## config.mk

```make
export PLATFORM = sky130hd
export DESIGN_NAME = pfa_div_pipe
export DESIGN_NICKNAME = d
export VERILOG_FILES = /design/src/hdl/packed_to_padded_fill_address_defines.svh /design/src/hdl/pfa_div_pipe.sv
export SDC_FILE = /design/constraint.sdc
export NUM_CORES = 2
export LEC_CHECK = 0
export BUFFER_PORTS_ARGS = -buffer_cell sky130_fd_sc_hd__buf_2
export CAP_MARGIN = 25
export CORE_MARGIN = 1.5
export CORE_UTILIZATION = 40
export DETAILED_ROUTE_END_ITERATION = 7
export SYNTH_ARGS = -nofsm -noshare
export SYNTH_HDL_FRONTEND = slang
export SYNTH_SLANG_ARGS = --single-unit
```

## constraint.sdc

```tcl
create_clock -name clk -period 4.3 [get_ports clk]
set_input_delay 0.215 -clock clk [delete_from_list [all_inputs] [get_ports clk]]
set_output_delay 0.215 -clock clk [all_outputs]
set_load 0.05 [all_outputs]
```

## src/hdl/packed_to_padded_fill_address_defines.svh

```systemverilog
// Assertion macros shared by the padding-fill address generator.
`ifndef PACKED_TO_PADDED_FILL_ADDRESS_DEFINES_SVH
`define PACKED_TO_PADDED_FILL_ADDRESS_DEFINES_SVH

`ifndef ASSERT_OFF
// Same-cycle implication, sampled on clk, off while rst_n is low.
`define PFA_ASSERT_IMP(label, ante, cons, msg) \
    label: assert property (@(posedge clk) disable iff (!rst_n) (ante) |-> (cons)) \
        else $error(msg);
// Next-cycle implication.
`define PFA_ASSERT_NXT(label, ante, cons, msg) \
    label: assert property (@(posedge clk) disable iff (!rst_n) (ante) |=> (cons)) \
        else $error(msg);
`else
`define PFA_ASSERT_IMP(label, ante, cons, msg)
`define PFA_ASSERT_NXT(label, ante, cons, msg)
`endif

`endif

```

## src/hdl/pfa_div_pipe.sv

```systemverilog
// Pipelined restoring divider, one quotient bit per stage, with a sideband.
module pfa_div_pipe
#(
    parameter int DVD_W  = 31,
    parameter int DVS_W  = 32,
    parameter int QUOT_W = 16,
    parameter int SIDE_W = 8
)
(
    input  logic              clk,
    input  logic              rst_n,
    input  logic              en,
    input  logic              in_valid,
    input  logic [DVD_W-1:0]  dividend,
    input  logic [DVS_W-1:0]  divisor,
    input  logic [SIDE_W-1:0] side_in,
    output logic              out_valid,
    output logic [QUOT_W-1:0] quotient,
    output logic [DVD_W-1:0]  remainder,
    output logic [SIDE_W-1:0] side_out
);

    // Quotient must fit in QUOT_W bits; otherwise the result is garbage
    // and the caller drops the item.
    localparam int WIDE_W = (DVD_W > DVS_W + QUOT_W) ? DVD_W : DVS_W + QUOT_W;

    logic [QUOT_W-1:0] valid_reg;
    logic [DVD_W-1:0]  rem_reg   [QUOT_W];
    logic [QUOT_W-1:0] quot_reg  [QUOT_W];
    logic [SIDE_W-1:0] side_reg  [QUOT_W];

    logic [QUOT_W-1:0] valid_src;
    logic [DVD_W-1:0]  rem_src   [QUOT_W];
    logic [QUOT_W-1:0] quot_src  [QUOT_W];
    logic [SIDE_W-1:0] side_src  [QUOT_W];
    logic [DVD_W-1:0]  rem_next  [QUOT_W];
    logic [QUOT_W-1:0] quot_next [QUOT_W];

    always_comb
    begin
        valid_src[0] = in_valid;
        rem_src[0]   = dividend;
        quot_src[0]  = '0;
        side_src[0]  = side_in;
        for (int s = 1; s < QUOT_W; s++)
        begin
            valid_src[s] = valid_reg[s-1];
            rem_src[s]   = rem_reg[s-1];
            quot_src[s]  = quot_reg[s-1];
            side_src[s]  = side_reg[s-1];
        end
    end

    // Stage s decides quotient bit QUOT_W-1-s.
    always_comb
    begin
        logic [WIDE_W-1:0] rem_w;
        logic [WIDE_W-1:0] trial_w;
        for (int s = 0; s < QUOT_W; s++)
        begin
            rem_w        = WIDE_W'(rem_src[s]);
            trial_w      = WIDE_W'(divisor) << (QUOT_W - 1 - s);
            rem_next[s]  = rem_src[s];
            quot_next[s] = quot_src[s];
            if (rem_w >= trial_w)
            begin
                rem_next[s]  = DVD_W'(rem_w - trial_w);
                quot_next[s] = quot_src[s] | (QUOT_W'(1) << (QUOT_W - 1 - s));
            end
        end
    end

    always_ff @(posedge clk or negedge rst_n)
    begin
        if (!rst_n)
        begin
            valid_reg <= '0;
        end
        else if (en)
        begin
            valid_reg <= valid_src;
        end
    end

    always_ff @(posedge clk)
    begin
        if (en)
        begin
            for (int s = 0; s < QUOT_W; s++)
            begin
                rem_reg[s]  <= rem_next[s];
                quot_reg[s] <= quot_next[s];
                side_reg[s] <= side_src[s];
            end
        end
    end

    assign out_valid = valid_reg[QUOT_W-1];
    assign quotient  = quot_reg[QUOT_W-1];
    assign remainder = rem_reg[QUOT_W-1];
    assign side_out  = side_reg[QUOT_W-1];

endmodule

```

==> metrics <==
status=finished, final reports clean; P&R area growth vs syn=14.4%; I/O Buffers=130; Final Max Slew Viols=0; Row Count=124; Comb pwr share=between 15 and 20%; Final Cell Area=about 53000 sq um; Max Cap Violations=0; top post-synthesis cells by area=edfxtp_1 (50%), ha_1 (10%), mux2_2 (5.9%); vias in the first global route=slightly above 30000; Post-DP Area=between 40000 and 50000 sq um; slowest cell delay on critical path=approximately 0.39 ns; CTS tree=done; worst-margin pin slew=between 0.6 and 0.7 ns; Max clock buf depth=3; critical path startpoint category=register; worst path arrival time=between 4 and 5 ns; post-synth top area cell=edfxtp_1; Fin Setup TNS=0 ns; Synth Area per Inst=between 10 and 15 sq um; ys flop type=edfxtp_1; critical path fanouts, max=38; Buf/Inv on CP=4; Commonest cells post-synth=edfxtp_1 (760), ha_1 (376), a21oi_1 (307); static leakage=20.9 nW; post-synthesis compound-gate area fraction=about 14%; WL per Instance=18.9 um; Final ANT Viol Nets=0; NetSw=5.89 mW; hold_buf cts=between 40 and 50; fmax=approximately 260 MHz; Routed WL=~110000 um; global-route wire length before repair=between 150000 and 200000 um; IO Pins=131; Reg power frac=between 40% and 50%; Post-Synth XOR/XNOR Area=between 5 and 6%; layout cells sized above 1=~16%; Slew headroom=53.7%; post_cts resized=0; Setup Viol. Count Final=0; Synth Warn #=0; sequential fraction of the synthesis area=between 50% and 60%; setup ws final=0.388 ns; post-synthesis mux area share=under 10%; Root Buffer=clkbuf_16; Post-Place Cells=~5600; max reg flops=slightly below 500; die span in y=around 340 um; r2r worst-path depth=15; Util after Layout=between 40% and 50%; RSZ-0062 raised after global routing=no; GRT Total Usage=between 10% and 20%; DR DRC count=0; Worst Hold Launch=divisor[22]; crit path time final=3.91 ns; worst hold path class=input port to register; largest family of logic cells by synthesized area=compound AO/OA/AOI/OAI gates; Post-Synth Simple-Gate Area=a little under a tenth; Synth top area share=just under 50%; r2r setup slk=approximately 0.39 ns; Post-synth EDFFs=760; most numerous cell in the Yosys netlist=edfxtp_1; Crit. End Element=register; WS Path Type=register to register; Clk pin slew, worst setup/hold paths=roughly 0.060 ns; Chip Width=roughly 340 um; syn_nets=between 4000 and 5000; Final Cycle Share=about nine tenths; r2r startpoint=rem_reg[1][6]$_DFFE_PP_; Slowest-stage cell, CP=edfxtp_1; Final Non-Filler Cells=about 5800; hold depth=4; most frequent CP cell=inv_1; Netlist Area Pre-Place=between 40000 and 50000 sq um; clk sink count=approximately 780; clock share of power=between 30% and 40%; Placer Congestion=a little over 0.9; Clk Latency, worst-skew pair=roughly 0.70 ns; post-CTS setup buffers=0; Cells after Synth=just under 4000; Netlist cell types=95; Vias=between 30000 and 40000; synthesis-stage register bit count=776; largest net degree at the start of global routing=~130; Hold WS=~0.088 ns; CP delay by family, top=compound AO/OA/AOI/OAI gates; Setup Skew=roughly 0.052 ns; Initial Utilization=40.3%; initial antenna violation count=1; crit path cell chain=inv_1 -> ha_1 -> inv_1 -> fa_1 -> a21o_1 -> a221oi_2 -> nor3_1 -> o31ai_2 -> a211oi_1 -> buf_4 -> o41ai_4 -> o21ai_1 -> a31oi_4 -> buf_12 -> mux2_1; iteration count of the initial detailed-routing pass=5; die area=117000 sq um; TritonCTS Buffers=93; peak supply drop=0.000342 V; overall power=20.9 mW; Async S/R FF share, synth=under 10%; DP Wirelength=80300 um; RR Endpoint=rem_reg[1][38]$_DFFE_PP_; DR vias/cell=5.37; pwr dens=a little under 400 nW/um^2; CTS HTree Levels=3; CP required=approximately 4.7 ns; gr ovfl total=0; Hold EP=rem_reg[0][216]$_DFFE_PP_; CORE AREA=114000 sq um; Sw Ratio=approximately 28%; cell-internal power=approximately 15 mW; Hold Violations, Final=0; adder-cell share of the synthesized area=10.9%; initial drt markers=~2000; Placement Setup Slack=approximately 0.25 ns; Nets=about 4600
-- cells in the final DEF, fill, tap and decap left out, types with 54 or more instances in the layout --
| cell type | count |
|---|---|
| a21o_1 | 162 |
| a21oi_1 | 306 |
| buf_2 | 129 |
| buf_4 | 93 |
| clkbuf_16 | 93 |
| edfxtp_1 | 760 |
| ha_1 | 376 |
| inv_1 | 156 |
| mux2_2 | 242 |
| nand2_1 | 234 |
| nand3_1 | 65 |
| nand4_1 | 54 |
| nor2_1 | 216 |
| nor2b_1 | 57 |
| nor3_1 | 54 |
| o21ai_0 | 209 |
| xnor2_1 | 203 |
| xor2_1 | 105 |
-- worst min-delay path, delay by kind of cell --
kind	cells	cell delay (ns)
AO/OA/AOI/OAI	1	0.09
AND/OR/NAND/NOR	1	0.07
multiplexers	1	0.16
buffers and inverters	1	0.10
-- power groups by stage --
stage | sequential [mW] | clock (mW) | combinational (mW)
after floorplan | 9.25 | 0 | 2.92
after global placement | 9.30 | 0 | 3.96
after detailed placement | 9.31 | 0 | 3.99
after CTS | 9.16 | 7.97 | 4.05
after global routing | 9.20 | 8.24 | 4.48
final | 9.15 | 7.71 | 4.05
-- per-layer routing --
| layer | track usage [%] | up-vias | part of all wire (%) |
|---|---|---|---|
| met2 | 33.8 | 482 | 51 |
| met4 | 7.36 | 0 | 3.7 |
| li1 | - | 15400 | - |
| met1 | 21.3 | 14900 | 42 |
| met5 | 0 | - | 0 |
| met3 | 2.62 | 181 | 3.2 |
-- kinds of logic (layout without fill, tap and decap cells) --
| logic type | after synthesis | in the layout |
|---|---|---|
| buffers and inverters | 263 | 624 |
| AO/OA/AOI/OAI | 1005 | 1005 |
| XOR/XNOR | 308 | 308 |
| adder cells (fa/ha/maj) | 392 | 392 |
| flip-flops | 776 | 776 |
| AND/OR/NAND/NOR | 882 | 882 |
| multiplexers | 269 | 269 |
| other | 0 | 1 |
-- cell type report --
class | count | area (sq um)
Fill cell | 10400 | 61500
Multi-Input combinational cell | 2856 | 21600
Inverter | 158 | 593
Tap cell | 1512 | 1890
Clock buffer | 109 | 2390
Clock inverter | 63 | 616
Timing Repair Buffer | 294 | 2350
Sequential cell | 776 | 23200
Antenna cell | 1 | 2.50
-- worst max path at each step --
stage / slack, ns / to / start / cells after the start
2_1_floorplan: 0.43 / rem_reg[1][83]$_DFFE_PP_ / divisor[1] / 13
3_3_place_gp: 0.28 / rem_reg[1][38]$_DFFE_PP_ / divisor[0] / 15
3_5_place_dp: 0.25 / rem_reg[1][38]$_DFFE_PP_ / divisor[0] / 15
4_1_cts: 0.40 / rem_reg[1][38]$_DFFE_PP_ / rem_reg[1][6]$_DFFE_PP_ / 15
5_1_grt: 0.17 / rem_reg[1][38]$_DFFE_PP_ / rem_reg[1][6]$_DFFE_PP_ / 15
6_report: 0.39 / rem_reg[1][38]$_DFFE_PP_ / rem_reg[1][6]$_DFFE_PP_ / 15
Note: power is estimated with default switching activity, not from simulation.
