==> config.mk <==
export PLATFORM = sky130hd
export DESIGN_NAME = pfa_addr_calc
export DESIGN_NICKNAME = d
export VERILOG_FILES = /design/src/hdl/packed_to_padded_fill_address_defines.svh /design/src/hdl/pfa_pkg.sv /design/src/hdl/pfa_addr_calc.sv
export SDC_FILE = /design/constraint.sdc
export NUM_CORES = 2
export LEC_CHECK = 0
export BUFFER_PORTS_ARGS = -buffer_cell sky130_fd_sc_hd__buf_2
export CORE_MARGIN = 8
export CORE_UTILIZATION = 45
export DETAILED_ROUTE_END_ITERATION = 10
export PLACE_DENSITY_LB_ADDON = 0.12
export SLEW_MARGIN = 20
export SYNTH_ARGS = -nofsm -noshare
export SYNTH_HDL_FRONTEND = slang
export SYNTH_SLANG_ARGS = --single-unit
==> constraint.sdc <==
create_clock -name clk -period 10 [get_ports clk]
set_clock_uncertainty 0.05 [all_clocks]
set_input_delay 1 -clock clk [delete_from_list [all_inputs] [get_ports clk]]
set_output_delay 1 -clock clk [all_outputs]
set_load 0.1 [all_outputs]
==> src/hdl/packed_to_padded_fill_address_defines.svh <==
// Assertion macros shared by the padding-fill address generator.
`ifndef PACKED_TO_PADDED_FILL_ADDRESS_DEFINES_SVH
`define PACKED_TO_PADDED_FILL_ADDRESS_DEFINES_SVH

`ifndef ASSERT_OFF
// Same-cycle implication, sampled on clk, off while rst_n is low.
`define PFA_ASSERT_IMP(label, ante, cons, msg) \
    label: assert property (@(posedge clk) disable iff (!rst_n) (ante) |-> (cons)) \
        else $error(msg);
// Next-cycle implication.
`define PFA_ASSERT_NXT(label, ante, cons, msg) \
    label: assert property (@(posedge clk) disable iff (!rst_n) (ante) |=> (cons)) \
        else $error(msg);
`else
`define PFA_ASSERT_IMP(label, ante, cons, msg)
`define PFA_ASSERT_NXT(label, ante, cons, msg)
`endif

`endif

==> src/hdl/pfa_pkg.sv <==
// Shared types and constants of the padding-fill address generator.
package pfa_pkg;

    localparam int CFG_INDEX_W = 3;
    localparam int CFG_DATA_W  = 32;
    localparam int LEN_W       = 16;
    localparam int IDX_W       = 31;
    localparam int COUNT_W     = 13;
    localparam int WORD_W      = 32;
    localparam int PLANE_W     = 2 * LEN_W;
    localparam int NUMEL_W     = 3 * LEN_W;

    typedef enum logic [CFG_INDEX_W-1:0] {
        CFG_RANK        = 3'd0,
        CFG_LEN_A       = 3'd1,
        CFG_LEN_B       = 3'd2,
        CFG_LEN_C       = 3'd3,
        CFG_BATCH_COUNT = 3'd4,
        CFG_PAD_WORD    = 3'd5
    } cfg_idx_t;

    localparam logic [1:0] RANK_NONE = 2'd0;
    localparam logic [1:0] RANK_1D   = 2'd1;
    localparam logic [1:0] RANK_2D   = 2'd2;
    localparam logic [1:0] RANK_3D   = 2'd3;

    // Register file plus products derived from it.
    typedef struct packed {
        logic [1:0]         rank;
        logic [LEN_W-1:0]   len_a;
        logic [LEN_W-1:0]   len_b;
        logic [LEN_W-1:0]   len_c;
        logic [COUNT_W-1:0] batch_count;
        logic [WORD_W-1:0]  pad_word;
        logic [PLANE_W-1:0] plane;
        logic [NUMEL_W-1:0] numel;
    } cfg_t;

    // Per-item fields that ride along the pipeline.
    typedef struct packed {
        logic [LEN_W-1:0] ext3;
        logic [LEN_W-1:0] ext2;
        logic [LEN_W-1:0] ext1;
        logic [IDX_W-1:0] base;
        logic [IDX_W-1:0] idx;
    } item_t;

    localparam int ITEM_W = $bits(item_t);

endpackage

==> src/hdl/pfa_addr_calc.sv <==
// Three-stage back end: bounds checks, offset products and final address sums.
module pfa_addr_calc
#(
    parameter int AW  = 31,
    parameter int BIW = 12
)
(
    input  logic                      clk,
    input  logic                      rst_n,
    input  logic                      en,
    input  logic                      in_valid,
    input  logic [BIW-1:0]            batch,
    input  pfa_pkg::item_t            item,
    input  logic [pfa_pkg::LEN_W-1:0] q1,
    input  logic [pfa_pkg::LEN_W-1:0] r1,
    input  logic [pfa_pkg::LEN_W-1:0] q2,
    input  logic [pfa_pkg::IDX_W-1:0] r2,
    input  pfa_pkg::cfg_t             cfg,
    output logic                      out_valid,
    output logic [AW-1:0]             dest_address,
    output logic [AW-1:0]             source_address,
    output logic                      is_padding,
    output logic [pfa_pkg::WORD_W-1:0] fill_word
);

    localparam int LW     = pfa_pkg::LEN_W;
    localparam int XW     = pfa_pkg::IDX_W;
    localparam int NHI_W  = (AW > 16) ? AW - 16 : 1;
    localparam int DLO_W  = BIW + 16;
    localparam int DHI_W  = BIW + NHI_W;
    localparam int CMP_W  = (BIW > pfa_pkg::COUNT_W) ? BIW : pfa_pkg::COUNT_W;
    localparam int SUM_W  = pfa_pkg::NUMEL_W;

    // Stage A
    logic                     a_valid_reg;
    logic                     a_keep_reg;
    logic                     a_inside_reg;
    logic [LW-1:0]            a_x0_reg;
    logic [LW-1:0]            a_x1_reg;
    logic [XW-1:0]            a_x2_reg;
    logic [LW-1:0]            a_e2_reg;
    logic [LW-1:0]            a_e3_reg;
    logic [2*LW-1:0]          a_e23_reg;
    logic [DLO_W-1:0]         a_dlo_reg;
    logic [DHI_W-1:0]         a_dhi_reg;
    logic [XW-1:0]            a_idx_reg;
    logic [XW-1:0]            a_base_reg;
    // Stage B
    logic                     b_valid_reg;
    logic                     b_keep_reg;
    logic                     b_inside_reg;
    logic [SUM_W-1:0]         b_m0_reg;
    logic [2*LW-1:0]          b_m1_reg;
    logic [XW:0]              b_bx_reg;
    logic [AW-1:0]            b_dest_reg;
    // Stage C
    logic                     c_valid_reg;
    logic [AW-1:0]            c_dest_reg;
    logic [AW-1:0]            c_src_reg;
    logic                     c_pad_reg;
    logic [pfa_pkg::WORD_W-1:0] c_fill_reg;

    logic [LW-1:0]            x0_next;
    logic [LW-1:0]            x1_next;
    logic [XW-1:0]            x2_next;
    logic                     dims_ok;
    logic                     rank_ok;
    logic                     in_range;
    logic                     real_batch;
    logic [63:0]              numel_w;
    logic [2*LW-1:0]          stride0;
    logic [SUM_W-1:0]         src_sum;

    assign numel_w = 64'(cfg.numel);

    always_comb
    begin
        x0_next = '0;
        x1_next = '0;
        x2_next = item.idx;
        dims_ok = item.idx < XW'(item.ext1);
        rank_ok = 1'b1;
        unique case (cfg.rank)
            pfa_pkg::RANK_NONE:
                rank_ok = 1'b0;
            pfa_pkg::RANK_1D:
                ;
            pfa_pkg::RANK_2D:
            begin
                x0_next = q1;
                x2_next = XW'(r1);
                dims_ok = (q1 < item.ext1) && (r1 < item.ext2);
            end
            pfa_pkg::RANK_3D:
            begin
                x0_next = q1;
                x1_next = q2;
                x2_next = r2;
                dims_ok = (q1 < item.ext1) && (q2 < item.ext2) && (r2 < XW'(item.ext3));
            end
        endcase
        in_range   = pfa_pkg::NUMEL_W'(item.idx) < cfg.numel;
        real_batch = CMP_W'(batch) < CMP_W'(cfg.batch_count);
    end

    assign stride0 = (cfg.rank == pfa_pkg::RANK_3D) ? a_e23_reg : (2*LW)'(a_e2_reg);
    assign src_sum = SUM_W'(b_bx_reg) + b_m0_reg + SUM_W'(b_m1_reg);

    always_ff @(posedge clk or negedge rst_n)
    begin
        if (!rst_n)
        begin
            a_valid_reg <= 1'b0;
            b_valid_reg <= 1'b0;
            c_valid_reg <= 1'b0;
        end
        else if (en)
        begin
            a_valid_reg <= in_valid;
            b_valid_reg <= a_valid_reg;
            c_valid_reg <= b_valid_reg && b_keep_reg;
        end
    end

    always_ff @(posedge clk)
    begin
        if (en)
        begin
            a_keep_reg   <= rank_ok && in_range;
            a_inside_reg <= dims_ok && real_batch;
            a_x0_reg     <= x0_next;
            a_x1_reg     <= x1_next;
            a_x2_reg     <= x2_next;
            a_e2_reg     <= item.ext2;
            a_e3_reg     <= item.ext3;
            a_e23_reg    <= (2*LW)'(item.ext2) * (2*LW)'(item.ext3);
            // batch * block size, split so each product stays narrow
            a_dlo_reg    <= DLO_W'(batch) * DLO_W'(numel_w[15:0]);
            a_dhi_reg    <= DHI_W'(batch) * DHI_W'(numel_w[16 +: NHI_W]);
            a_idx_reg    <= item.idx;
            a_base_reg   <= item.base;

            b_keep_reg   <= a_keep_reg;
            b_inside_reg <= a_inside_reg;
            b_m0_reg     <= SUM_W'(a_x0_reg) * SUM_W'(stride0);
            b_m1_reg     <= (2*LW)'(a_x1_reg) * (2*LW)'(a_e3_reg);
            b_bx_reg     <= (XW+1)'(a_base_reg) + (XW+1)'(a_x2_reg);
            b_dest_reg   <= AW'(a_dlo_reg) + (AW'(a_dhi_reg) << 16) + AW'(a_idx_reg);

            c_dest_reg   <= b_dest_reg;
            c_src_reg    <= b_inside_reg ? src_sum[AW-1:0] : '0;
            c_pad_reg    <= !b_inside_reg;
            c_fill_reg   <= b_inside_reg ? '0 : cfg.pad_word;
        end
    end

    assign out_valid      = c_valid_reg;
    assign dest_address   = c_dest_reg;
    assign source_address = c_src_reg;
    assign is_padding     = c_pad_reg;
    assign fill_word      = c_fill_reg;

endmodule

==> metrics.yaml <==
run_status:
  status: "completed"
detailed_routing:
  antenna_left: 0
  drtIter0Drc: 2859
  wl_per_cell_um: 21.1
  vias_per_cell: 5.27
  drc: 0
  via_count: 42700
  dr.pass1.iters: 7
  wl_um: 171000
finish:
  drive_gt1_share_pct: 8.81
  nNetsFinal: 8193
  largest_register_ffs: 32
  final_common_cell: "inv_1"
  most-common-layout-cells: "1,180 x inv_1, 930 x fa_1, 925 x nand2_1"
  multi_input_area_um2: 40400
  syn2layout_area_growth_pct: 9.48
  area.sequential_um2: 13700
  nFillCells: 12300
sta:
  clock.fmax_mhz: 122
  rsz0062_at_grt: "no"
  report.final.slew_viol_count: 0
  tightest_slew_ns: 0.986
  fin_crit_sh_pct: 81.8
  hold_viol: 0
  finalSetupViolCount: 0
  min_period_ns: 8.18
  setup_tns_ns: 0
  slew-limit-headroom_pct: 34.3
global_route:
  grt.total_usage_pct: 24.1
  grt_start_max_net_pins: 144
  first_global_vias: 44800
  antenna_found_initial: 24
  grt-ovfl-total: 0
  grt_pass1_wl_um: 265000
clock_tree:
  clock_latency_ns: 0.69
  post_cts_resized: 0
  htree_levels: 2
  numCtsBuffers: 56
  clock-sinks: 457
  cts_tree: "yes"
  clk_pin_slew_worst_paths_ns: 0.06
  clock_path_buffers: 3
  cts_hold_buffers: 0
  cts_setup_buffers: 0
  ctsRootBufferMaster: "clkbuf_16"
setup_path:
  cp_data_required_time_ns: 10.35
  crit_path_start_kind: "primary input"
  worstSetupPathType: "in -> reg"
  arrival_ns: 8.53
  crit_fanout: 18
  endpoint_kind: "register"
yosys:
  yosysTopAreaCell: "fa_1"
  ys_warn_count: 0
  synth_ff_type: "edfxtp_1"
  synth_compound_gate_area_share_pct: 6.82
  yosysSeqAreaShare_pct: 23.1
  synth_edf_count: 454
  synthArstFlopShare_pct: 0.656
  synthMuxAreaShare_pct: 0.409
  synthesis.nets: 7904
  ys_ff_latch: 457
  syn_area_per_cell_um2: 9.88
  syn_area_um2: 59400
  ys_types: 83
  synth_area_leaders: "fa_1 31%, edfxtp_1 23%, ha_1 12%"
  synthSimpleGateAreaFrac_pct: 13.8
  netlist_instances: 6010
  synth_top_family_by_area: "adder cells"
  synth_xor_area_share_pct: 3.42
  synth_top_area_share_pct: 31.4
  yosys.area_share.adder_pct: 43.7
floorplan:
  chipHeight_um: 379
  dieWidth_um: 379
  initial_core_util_pct: 45.2
  core-area_um2: 131000
  io_pins: 476
  die_area_um2: 144000
  num_rows: 133
place:
  numPortBuffers: 395
  place_congestion: 0.912
  hpwl_um: 139000
hold_path:
  hold_path.class: "in -> async"
job:
  drv_cap: 0
-- per-layer routing --
layer  global-route usage, %  part of all wire [%]  vias up
met2                    39.2                    46     1332
met1                    32.8                    43    21600
li1                        -                     -    19500
met3                    3.81                   6.4      287
met4                    8.21                   4.0       12
met5                       0                 0.050        -
-- Yosys cell counts, types with 27 or more instances --
library cell,count
nand2_1,925
clkbuf_1,203
nor2_1,199
o21ai_0,129
o21bai_1,28
inv_1,1180
and2_1,358
nor3_1,27
a21o_1,96
a21oi_1,183
nor2b_1,60
nand3_1,44
o21a_1,32
ha_1,584
edfxtp_1,454
nand2b_1,31
fa_1,930
xnor2_1,163
xor2_1,69
and3_1,48
-- critical path, stage by stage --
cell      delay [ns]
buf_2           0.32
and2_1          0.65
nand2_1         0.11
nand2_1         0.72
nand2_1         0.19
fa_1            0.54
fa_1            0.51
inv_1           0.05
fa_1            0.51
fa_1            0.44
fa_1            0.49
inv_1           0.05
fa_1            0.48
inv_1           0.04
ha_1            0.33
o21ai_0         0.17
o21ai_0         0.17
a32oi_1         0.22
o211ai_1        0.19
nor3_1          0.28
o21ai_0         0.26
or4_1           0.45
a31oi_1         0.23
xnor2_1         0.10
-- worst paths after layout --
path / slack [ns] / cells after the start / start / end
min in group clk: 0.37 / 0 / b_dest_reg[23] / dest_address[23]
setup reg to reg: 2.75 / 23 / a_e2_reg[10] / b_m0_reg[30]
hold reg to reg: 0.37 / 0 / b_dest_reg[23] / dest_address[23]
setup / recovery: 1.82 / 24 / cfg[173] / b_m0_reg[30]
hold / removal: 0.05 / 1 / rst_n / out_valid
max in group asynchronous: 9.74 / 1 / rst_n / a_valid_reg
-- logic make-up after synthesis --
logic type | after synthesis
buffers and inverters | 1395
XOR/XNOR | 232
AND/OR/NAND/NOR | 1763
flip-flops | 457
AO/OA/AOI/OAI | 625
multiplexers | 24
adder cells (fa/ha/maj) | 1514
-- cell type report --
type | count | area share, %
diodes | 9 | 0.0346
clock buffers | 62 | 2.19
clock inverters | 40 | 0.654
inverters | 1188 | 6.86
multi-input cells | 4158 | 62.2
flip-flops and latches | 457 | 21.1
well taps | 1755 | 3.38
repair buffers | 438 | 3.60
-- metrics by stage --
stage | std cells | utilization, % | hold WS (ns) | setup WS, ns | cell area [µm²]
after floorplan | 6010 | - | 0.350 | 2.06 | 59400
after global placement | 7996 | 48.1 | 0.351 | 1.28 | 63100
after detailed placement | 7996 | 48.1 | 0.355 | 1.26 | 63100
after CTS | 8098 | 49.5 | 0.00400 | 1.94 | 65000
after global routing | 8102 | 49.5 | 0.0242 | 1.42 | 65000
final | 8107 | 49.5 | 0.0543 | 1.82 | 65000
Power is left out: the tool's default activity adds up to more than one toggle a clock period on the data nets, which glitch-free logic cannot reach.
