$ cat config.mk
export PLATFORM = sky130hd
export DESIGN_NAME = pfa_cfg_regs
export DESIGN_NICKNAME = d
export VERILOG_FILES = /design/src/hdl/packed_to_padded_fill_address_defines.svh /design/src/hdl/pfa_pkg.sv /design/src/hdl/pfa_cfg_regs.sv
export SDC_FILE = /design/constraint.sdc
export NUM_CORES = 2
export LEC_CHECK = 0
export ABC_CLOCK_PERIOD_IN_PS = 14500
export BUFFER_PORTS_ARGS = -buffer_cell sky130_fd_sc_hd__buf_2
export CAP_MARGIN = 20
export CORE_MARGIN = 4
export CORE_UTILIZATION = 35
export CTS_CLUSTER_SIZE = 10
export DETAILED_ROUTE_END_ITERATION = 10
export HOLD_SLACK_MARGIN = 0.1
export PLACE_DENSITY = 0.6
export SLEW_MARGIN = 20
export SYNTH_ARGS = -nofsm -noshare
export SYNTH_HDL_FRONTEND = slang
export SYNTH_SLANG_ARGS = --single-unit
$ cat constraint.sdc
create_clock -name clk -period 14.5 [get_ports clk]
set_input_delay 2.175 -clock clk [delete_from_list [all_inputs] [get_ports clk]]
set_output_delay 2.175 -clock clk [all_outputs]
set_load 0.01 [all_outputs]
$ cat src/hdl/packed_to_padded_fill_address_defines.svh
// Assertion macros shared by the padding-fill address generator.
`ifndef PACKED_TO_PADDED_FILL_ADDRESS_DEFINES_SVH
`define PACKED_TO_PADDED_FILL_ADDRESS_DEFINES_SVH

`ifndef ASSERT_OFF
// Same-cycle implication, sampled on clk, off while rst_n is low.
`define PFA_ASSERT_IMP(label, ante, cons, msg) \
    label: assert property (@(posedge clk) disable iff (!rst_n) (ante) |-> (cons)) \
        else $error(msg);
// Next-cycle implication.
`define PFA_ASSERT_NXT(label, ante, cons, msg) \
    label: assert property (@(posedge clk) disable iff (!rst_n) (ante) |=> (cons)) \
        else $error(msg);
`else
`define PFA_ASSERT_IMP(label, ante, cons, msg)
`define PFA_ASSERT_NXT(label, ante, cons, msg)
`endif

`endif

$ cat src/hdl/pfa_pkg.sv
// Shared types and constants of the padding-fill address generator.
package pfa_pkg;

    localparam int CFG_INDEX_W = 3;
    localparam int CFG_DATA_W  = 32;
    localparam int LEN_W       = 16;
    localparam int IDX_W       = 31;
    localparam int COUNT_W     = 13;
    localparam int WORD_W      = 32;
    localparam int PLANE_W     = 2 * LEN_W;
    localparam int NUMEL_W     = 3 * LEN_W;

    typedef enum logic [CFG_INDEX_W-1:0] {
        CFG_RANK        = 3'd0,
        CFG_LEN_A       = 3'd1,
        CFG_LEN_B       = 3'd2,
        CFG_LEN_C       = 3'd3,
        CFG_BATCH_COUNT = 3'd4,
        CFG_PAD_WORD    = 3'd5
    } cfg_idx_t;

    localparam logic [1:0] RANK_NONE = 2'd0;
    localparam logic [1:0] RANK_1D   = 2'd1;
    localparam logic [1:0] RANK_2D   = 2'd2;
    localparam logic [1:0] RANK_3D   = 2'd3;

    // Register file plus products derived from it.
    typedef struct packed {
        logic [1:0]         rank;
        logic [LEN_W-1:0]   len_a;
        logic [LEN_W-1:0]   len_b;
        logic [LEN_W-1:0]   len_c;
        logic [COUNT_W-1:0] batch_count;
        logic [WORD_W-1:0]  pad_word;
        logic [PLANE_W-1:0] plane;
        logic [NUMEL_W-1:0] numel;
    } cfg_t;

    // Per-item fields that ride along the pipeline.
    typedef struct packed {
        logic [LEN_W-1:0] ext3;
        logic [LEN_W-1:0] ext2;
        logic [LEN_W-1:0] ext1;
        logic [IDX_W-1:0] base;
        logic [IDX_W-1:0] idx;
    } item_t;

    localparam int ITEM_W = $bits(item_t);

endpackage

$ cat src/hdl/pfa_cfg_regs.sv
// Configuration registers and the padded block products derived from them.
module pfa_cfg_regs
(
    input  logic                              clk,
    input  logic                              rst_n,
    input  logic                              cfg_valid,
    input  logic [pfa_pkg::CFG_INDEX_W-1:0]   cfg_index,
    input  logic [pfa_pkg::CFG_DATA_W-1:0]    cfg_data,
    output pfa_pkg::cfg_t                     cfg
);

    logic [1:0]                      rank_reg;
    logic [pfa_pkg::LEN_W-1:0]       len_a_reg;
    logic [pfa_pkg::LEN_W-1:0]       len_b_reg;
    logic [pfa_pkg::LEN_W-1:0]       len_c_reg;
    logic [pfa_pkg::COUNT_W-1:0]     batch_count_reg;
    logic [pfa_pkg::WORD_W-1:0]      pad_word_reg;
    logic [pfa_pkg::PLANE_W-1:0]     plane_reg;
    logic [pfa_pkg::NUMEL_W-1:0]     numel2_reg;
    logic [pfa_pkg::NUMEL_W-1:0]     numel3_reg;
    logic [pfa_pkg::NUMEL_W-1:0]     numel_reg;
    logic [pfa_pkg::NUMEL_W-1:0]     numel_next;
    logic [pfa_pkg::LEN_W-1:0]       data_len;

    assign data_len = cfg_data[pfa_pkg::LEN_W-1:0];

    always_comb
    begin
        unique case (rank_reg)
            pfa_pkg::RANK_NONE: numel_next = '0;
            pfa_pkg::RANK_1D:   numel_next = pfa_pkg::NUMEL_W'(len_a_reg);
            pfa_pkg::RANK_2D:   numel_next = numel2_reg;
            pfa_pkg::RANK_3D:   numel_next = numel3_reg;
        endcase
    end

    // plane tracks b*c exactly at the write; block sizes pass through numel2_reg or
    // numel3_reg, then numel_reg, well before any item reaches the stages that read them.
    always_ff @(posedge clk or negedge rst_n)
    begin
        if (!rst_n)
        begin
            rank_reg        <= pfa_pkg::RANK_1D;
            len_a_reg       <= pfa_pkg::LEN_W'(1);
            len_b_reg       <= pfa_pkg::LEN_W'(1);
            len_c_reg       <= pfa_pkg::LEN_W'(1);
            batch_count_reg <= '0;
            pad_word_reg    <= '0;
            plane_reg       <= pfa_pkg::PLANE_W'(1);
            numel2_reg      <= pfa_pkg::NUMEL_W'(1);
            numel3_reg      <= pfa_pkg::NUMEL_W'(1);
            numel_reg       <= pfa_pkg::NUMEL_W'(1);
        end
        else
        begin
            if (cfg_valid)
            begin
                unique case (pfa_pkg::cfg_idx_t'(cfg_index))
                    pfa_pkg::CFG_RANK:
                        rank_reg <= cfg_data[1:0];
                    pfa_pkg::CFG_LEN_A:
                        len_a_reg <= data_len;
                    pfa_pkg::CFG_LEN_B:
                    begin
                        len_b_reg <= data_len;
                        plane_reg <= pfa_pkg::PLANE_W'(data_len) *
                                     pfa_pkg::PLANE_W'(len_c_reg);
                    end
                    pfa_pkg::CFG_LEN_C:
                    begin
                        len_c_reg <= data_len;
                        plane_reg <= pfa_pkg::PLANE_W'(len_b_reg) *
                                     pfa_pkg::PLANE_W'(data_len);
                    end
                    pfa_pkg::CFG_BATCH_COUNT:
                        batch_count_reg <= cfg_data[pfa_pkg::COUNT_W-1:0];
                    pfa_pkg::CFG_PAD_WORD:
                        pad_word_reg <= cfg_data[pfa_pkg::WORD_W-1:0];
                    default:
                        ;
                endcase
            end
            numel2_reg <= pfa_pkg::NUMEL_W'(len_a_reg) * pfa_pkg::NUMEL_W'(len_b_reg);
            numel3_reg <= pfa_pkg::NUMEL_W'(len_a_reg) * pfa_pkg::NUMEL_W'(plane_reg);
            numel_reg  <= numel_next;
        end
    end

    always_comb
    begin
        cfg.rank        = rank_reg;
        cfg.len_a       = len_a_reg;
        cfg.len_b       = len_b_reg;
        cfg.len_c       = len_c_reg;
        cfg.batch_count = batch_count_reg;
        cfg.pad_word    = pad_word_reg;
        cfg.plane       = plane_reg;
        cfg.numel       = numel_reg;
    end

endmodule

==> metrics.txt <==
# TYPE chip_impl_metric gauge
chip_impl_metric{name="drt_pre_antenna_iters",unit=""} 5
chip_impl_metric{name="numPortBuffers",unit=""} 212
chip_impl_metric{name="post_dp_hpwl",unit="µm"} 108000
chip_impl_metric{name="initial_antenna_violation_count",unit=""} 6
chip_impl_info{name="cts.root.buffer_cell",value="sky130_fd_sc_hd__clkbuf_16"} 1
chip_impl_metric{name="drive_above_1_share",unit="%"} 8.58
chip_impl_metric{name="cts_max_path_buffers",unit=""} 3
chip_impl_metric{name="top_level_ports",unit=""} 213
chip_impl_metric{name="syn_avg_cell_area",unit="µm²"} 9.18
chip_impl_metric{name="synth_enable_flop_cells",unit=""} 0
chip_impl_metric{name="cts_num_sinks",unit=""} 255
chip_impl_metric{name="drtAntennaViolNets",unit=""} 0
chip_impl_metric{name="fmaxAchievable",unit="MHz"} 125
chip_impl_metric{name="drt-total-wl",unit="µm"} 147000
chip_impl_metric{name="async_flop_share",unit="%"} 100
chip_impl_metric{name="timing.final.crit_period",unit="ps"} 8000
chip_impl_metric{name="overflow",unit=""} 0
chip_impl_info{name="tritoncts_clock_tree",value="done"} 1
chip_impl_metric{name="synth_fp_nets",unit=""} 7001
chip_impl_metric{name="cts.repair.resized",unit=""} 0
chip_impl_metric{name="post_cts_hold_buffer_count",unit=""} 0
chip_impl_metric{name="coreArea",unit="µm²"} 144000
chip_impl_metric{name="synthMuxAreaShare",unit="%"} 2.19
chip_impl_metric{name="routed_via_density",unit=""} 5.03
chip_impl_metric{name="floorplan.die.height",unit="µm"} 389
chip_impl_metric{name="drc_errors",unit=""} 0
chip_impl_metric{name="post_synth_instance_area",unit="µm²"} 50700
chip_impl_info{name="timing.setup.critical_path_class",value="in2reg"} 1
chip_impl_metric{name="clock_insertion_delay_worst_skew",unit="ps"} 570
chip_impl_info{name="regToRegEndpoint",value="numel3_reg[44]$_DFF_PN0_"} 1
chip_impl_info{name="critical_path.startpoint_type",value="input pin"} 1
chip_impl_metric{name="row_count",unit=""} 139
chip_impl_metric{name="report.final.hold_viol_count",unit=""} 0
chip_impl_metric{name="fin_tns_setup",unit="ps"} 0
chip_impl_metric{name="postLayoutCellArea",unit="µm²"} 54700
chip_impl_info{name="status",value="finished, final reports clean"} 1
chip_impl_metric{name="cp_data_required_time",unit="ps"} 15010
chip_impl_metric{name="share_of_synthesized_cell_area_in_and_or_nand_and_nor_gates",unit="%"} 16.4
chip_impl_metric{name="post_synth_xor_area_fraction",unit="%"} 2.02
chip_impl_metric{name="syn-instance-count",unit=""} 5531
chip_impl_info{name="hold_path_end",value="numel_reg[39]$_DFF_PN0_"} 1
chip_impl_metric{name="tritoncts.num_buffers",unit=""} 35
chip_impl_metric{name="finalSetupViolCount",unit=""} 0
chip_impl_info{name="rr_startpoint",value="len_a_reg[10]$_DFFE_PN0P_"} 1
chip_impl_metric{name="timing.hold.worst_path_depth",unit=""} 1
chip_impl_metric{name="ff2ff_path_depth",unit=""} 20
chip_impl_metric{name="largest_fanout_on_the_critical_path",unit=""} 37
chip_impl_metric{name="nNetsFinal",unit=""} 7021
chip_impl_metric{name="via_count",unit=""} 37600
chip_impl_metric{name="slew_violations",unit=""} 0
chip_impl_info{name="combinational_family_with_the_most_area_after_synthesis",value="adder cells"} 1
chip_impl_metric{name="htree_levels",unit=""} 2
chip_impl_metric{name="synthAdderAreaFrac",unit="%"} 50.1
chip_impl_metric{name="dieArea",unit="µm²"} 151000
chip_impl_info{name="synth_area_leaders",value="sky130_fd_sc_hd__fa_1, sky130_fd_sc_hd__dfrtp_1, sky130_fd_sc_hd__ha_1, sky130_fd_sc_hd__inv_1, sky130_fd_sc_hd__and2_1"} 1
chip_impl_metric{name="grt_start_max_net_pins",unit=""} 87
chip_impl_metric{name="number_of_violations_reported_at_the_end_of_detailed_routing_iteration_0",unit=""} 2276
chip_impl_metric{name="finalCritPeriodShare",unit="%"} 55.2
chip_impl_metric{name="grtUsageTotal",unit="%"} 19.9
chip_impl_metric{name="first_global_vias",unit=""} 40800
chip_impl_metric{name="area_growth",unit="%"} 7.80
chip_impl_metric{name="worstPathArrival",unit="ps"} 8510
chip_impl_info{name="yosysMostFrequentCell",value="sky130_fd_sc_hd__inv_1"} 1
chip_impl_metric{name="clkTransAtPathRegs",unit="ps"} 60
chip_impl_info{name="leading_cell_types_by_count_after_synthesis",value="sky130_fd_sc_hd__inv_1, sky130_fd_sc_hd__fa_1, sky130_fd_sc_hd__nand2_1, sky130_fd_sc_hd__and2_1, sky130_fd_sc_hd__ha_1"} 1
chip_impl_metric{name="yosys_register_bits",unit=""} 255
chip_impl_info{name="timing.hold.worst.class",value="reg2reg"} 1
chip_impl_metric{name="number_of_synthesis_warnings",unit=""} 0
chip_impl_metric{name="cap_viol_max_count",unit=""} 0
chip_impl_metric{name="postPlaceCellArea",unit="µm²"} 53600
chip_impl_metric{name="maximum_clock_skew_at_final_layout",unit="ps"} 25.7
chip_impl_metric{name="compound_gate_portion_of_the_synthesized_area",unit="%"} 5.89
chip_impl_info{name="setup_repair_after_global_routing_missed_its_margin",value="false"} 1
chip_impl_metric{name="starting_utilization_of_the_core_area",unit="%"} 35.3
chip_impl_metric{name="finalWeightedCongestion",unit=""} 0.891
chip_impl_metric{name="transition_at_the_pin_with_the_smallest_max_transition_slack",unit="ps"} 1050
chip_impl_info{name="dominant_register_cell_in_the_synthesized_netlist",value="sky130_fd_sc_hd__dfrtp_1"} 1
chip_impl_info{name="hold_start",value="numel3_reg[39]$_DFF_PN0_"} 1
chip_impl_info{name="endpoint_kind",value="flip-flop"} 1
chip_impl_metric{name="die_w",unit="µm"} 389
chip_impl_metric{name="seq_area_frac_synth",unit="%"} 12.6
chip_impl_metric{name="slew-limit-headroom",unit="%"} 29.7
chip_impl_metric{name="synth_top_cell_area_share",unit="%"} 39.4
chip_impl_metric{name="post_cts.repair.setup_buffers",unit=""} 0
chip_impl_metric{name="grt_first_pass_wirelength",unit="µm"} 236000
chip_impl_metric{name="routedWlPerCell",unit="µm"} 19.7
chip_impl_info{name="synthDominantAreaCellType",value="sky130_fd_sc_hd__fa_1"} 1
chip_impl_metric{name="post_synth_num_cell_types",unit=""} 85
chip_impl_metric{name="setup_slack_on_the_worst_flop_to_flop_path",unit="ps"} 6850
-- worst max-delay path by stage --
stage | from | to | depth (start not counted)
finish | cfg_data[6] | plane_reg[30]$_DFFE_PN0P_ | 20
global route | cfg_data[6] | plane_reg[30]$_DFFE_PN0P_ | 20
CTS | cfg_data[6] | plane_reg[30]$_DFFE_PN0P_ | 23
detailed placement | cfg_data[6] | plane_reg[30]$_DFFE_PN0P_ | 23
global placement | cfg_data[6] | plane_reg[30]$_DFFE_PN0P_ | 23
floorplan | cfg_data[1] | plane_reg[30]$_DFFE_PN0P_ | 24
-- placed cells by master, fill, tap and decap left out, types with 42 or more instances in the layout --
cell type                 netlist  layout
sky130_fd_sc_hd__inv_1       1149    1149
sky130_fd_sc_hd__fa_1        1000    1000
sky130_fd_sc_hd__nand2_1      911     911
sky130_fd_sc_hd__and2_1       567     567
sky130_fd_sc_hd__ha_1         432     432
sky130_fd_sc_hd__dfrtp_1      247     227
sky130_fd_sc_hd__buf_2          1     211
sky130_fd_sc_hd__a21oi_1      129     129
sky130_fd_sc_hd__nor2_1        84      82
sky130_fd_sc_hd__mux2_2        79      79
sky130_fd_sc_hd__xnor2_1       75      75
sky130_fd_sc_hd__buf_4          0      74
sky130_fd_sc_hd__o21ai_0       70      70
sky130_fd_sc_hd__a21o_1        66      66
sky130_fd_sc_hd__xor2_1        42      42
-- critical path: stages --
cell                        delay (ps)
sky130_fd_sc_hd__buf_2             720
sky130_fd_sc_hd__and2_1            260
sky130_fd_sc_hd__fa_1              410
sky130_fd_sc_hd__inv_1              80
sky130_fd_sc_hd__fa_1              430
sky130_fd_sc_hd__fa_1              500
sky130_fd_sc_hd__fa_1              550
sky130_fd_sc_hd__inv_1              50
sky130_fd_sc_hd__fa_1              490
sky130_fd_sc_hd__fa_1              410
sky130_fd_sc_hd__ha_1              370
sky130_fd_sc_hd__a21oi_1           260
sky130_fd_sc_hd__a21oi_1           110
sky130_fd_sc_hd__a211oi_1          350
sky130_fd_sc_hd__o211ai_1          210
sky130_fd_sc_hd__a41oi_1           370
sky130_fd_sc_hd__o2111ai_1         200
sky130_fd_sc_hd__and3_1            200
sky130_fd_sc_hd__o211ai_1          160
sky130_fd_sc_hd__o221a_1           180
-- metrics by stage --
| step | hold slack [ps] | std cells | util [%] | worst slack, ps |
|---|---|---|---|---|
| floorplan | 466 | 5531 | - | 6430 |
| global placement | 472 | 7417 | 37.3 | 6000 |
| detailed placement | 477 | 7417 | 37.3 | 5920 |
| CTS | 474 | 7476 | 38.0 | 6530 |
| global route | 503 | 7476 | 38.0 | 6130 |
| finish | 471 | 7477 | 38.0 | 6500 |
-- layout make-up --
| cell class | instances | area, µm² |
|---|---|---|
| Clock buffer | 49 | 938 |
| Antenna cell | 1 | 2.50 |
| Tap cell | 1903 | 2380 |
| Inverter | 1149 | 4310 |
| Sequential cell | 255 | 6420 |
| Multi-Input combinational cell | 3823 | 38900 |
| Timing Repair Buffer | 287 | 1640 |
| Fill cell | 14500 | 89100 |
| Clock inverter | 10 | 111 |
-- logic make-up after synthesis --
| group | after synthesis |
|---|---|
| and+or+nand+nor | 1735 |
| buffers and inverters | 1453 |
| adders and majority gates | 1432 |
| AOI/OAI and AO/OA | 438 |
| DFF | 255 |
| xor gates and xnor gates | 117 |
| muxes | 101 |
-- per-layer routing --
metal / up-vias / wire length [µm] / GRT usage [%]
li1: 16600 / - / -
met2: 1235 / 71600 / 34.0
met3: 249 / 9690 / 3.10
met1: 19500 / 60900 / 26.0
met4: 0 / 5150 / 6.31
met5: - / 0 / 0
Power is left out: the tool's default activity adds up to more than one toggle a clock period on the data nets, which glitch-free logic cannot reach.
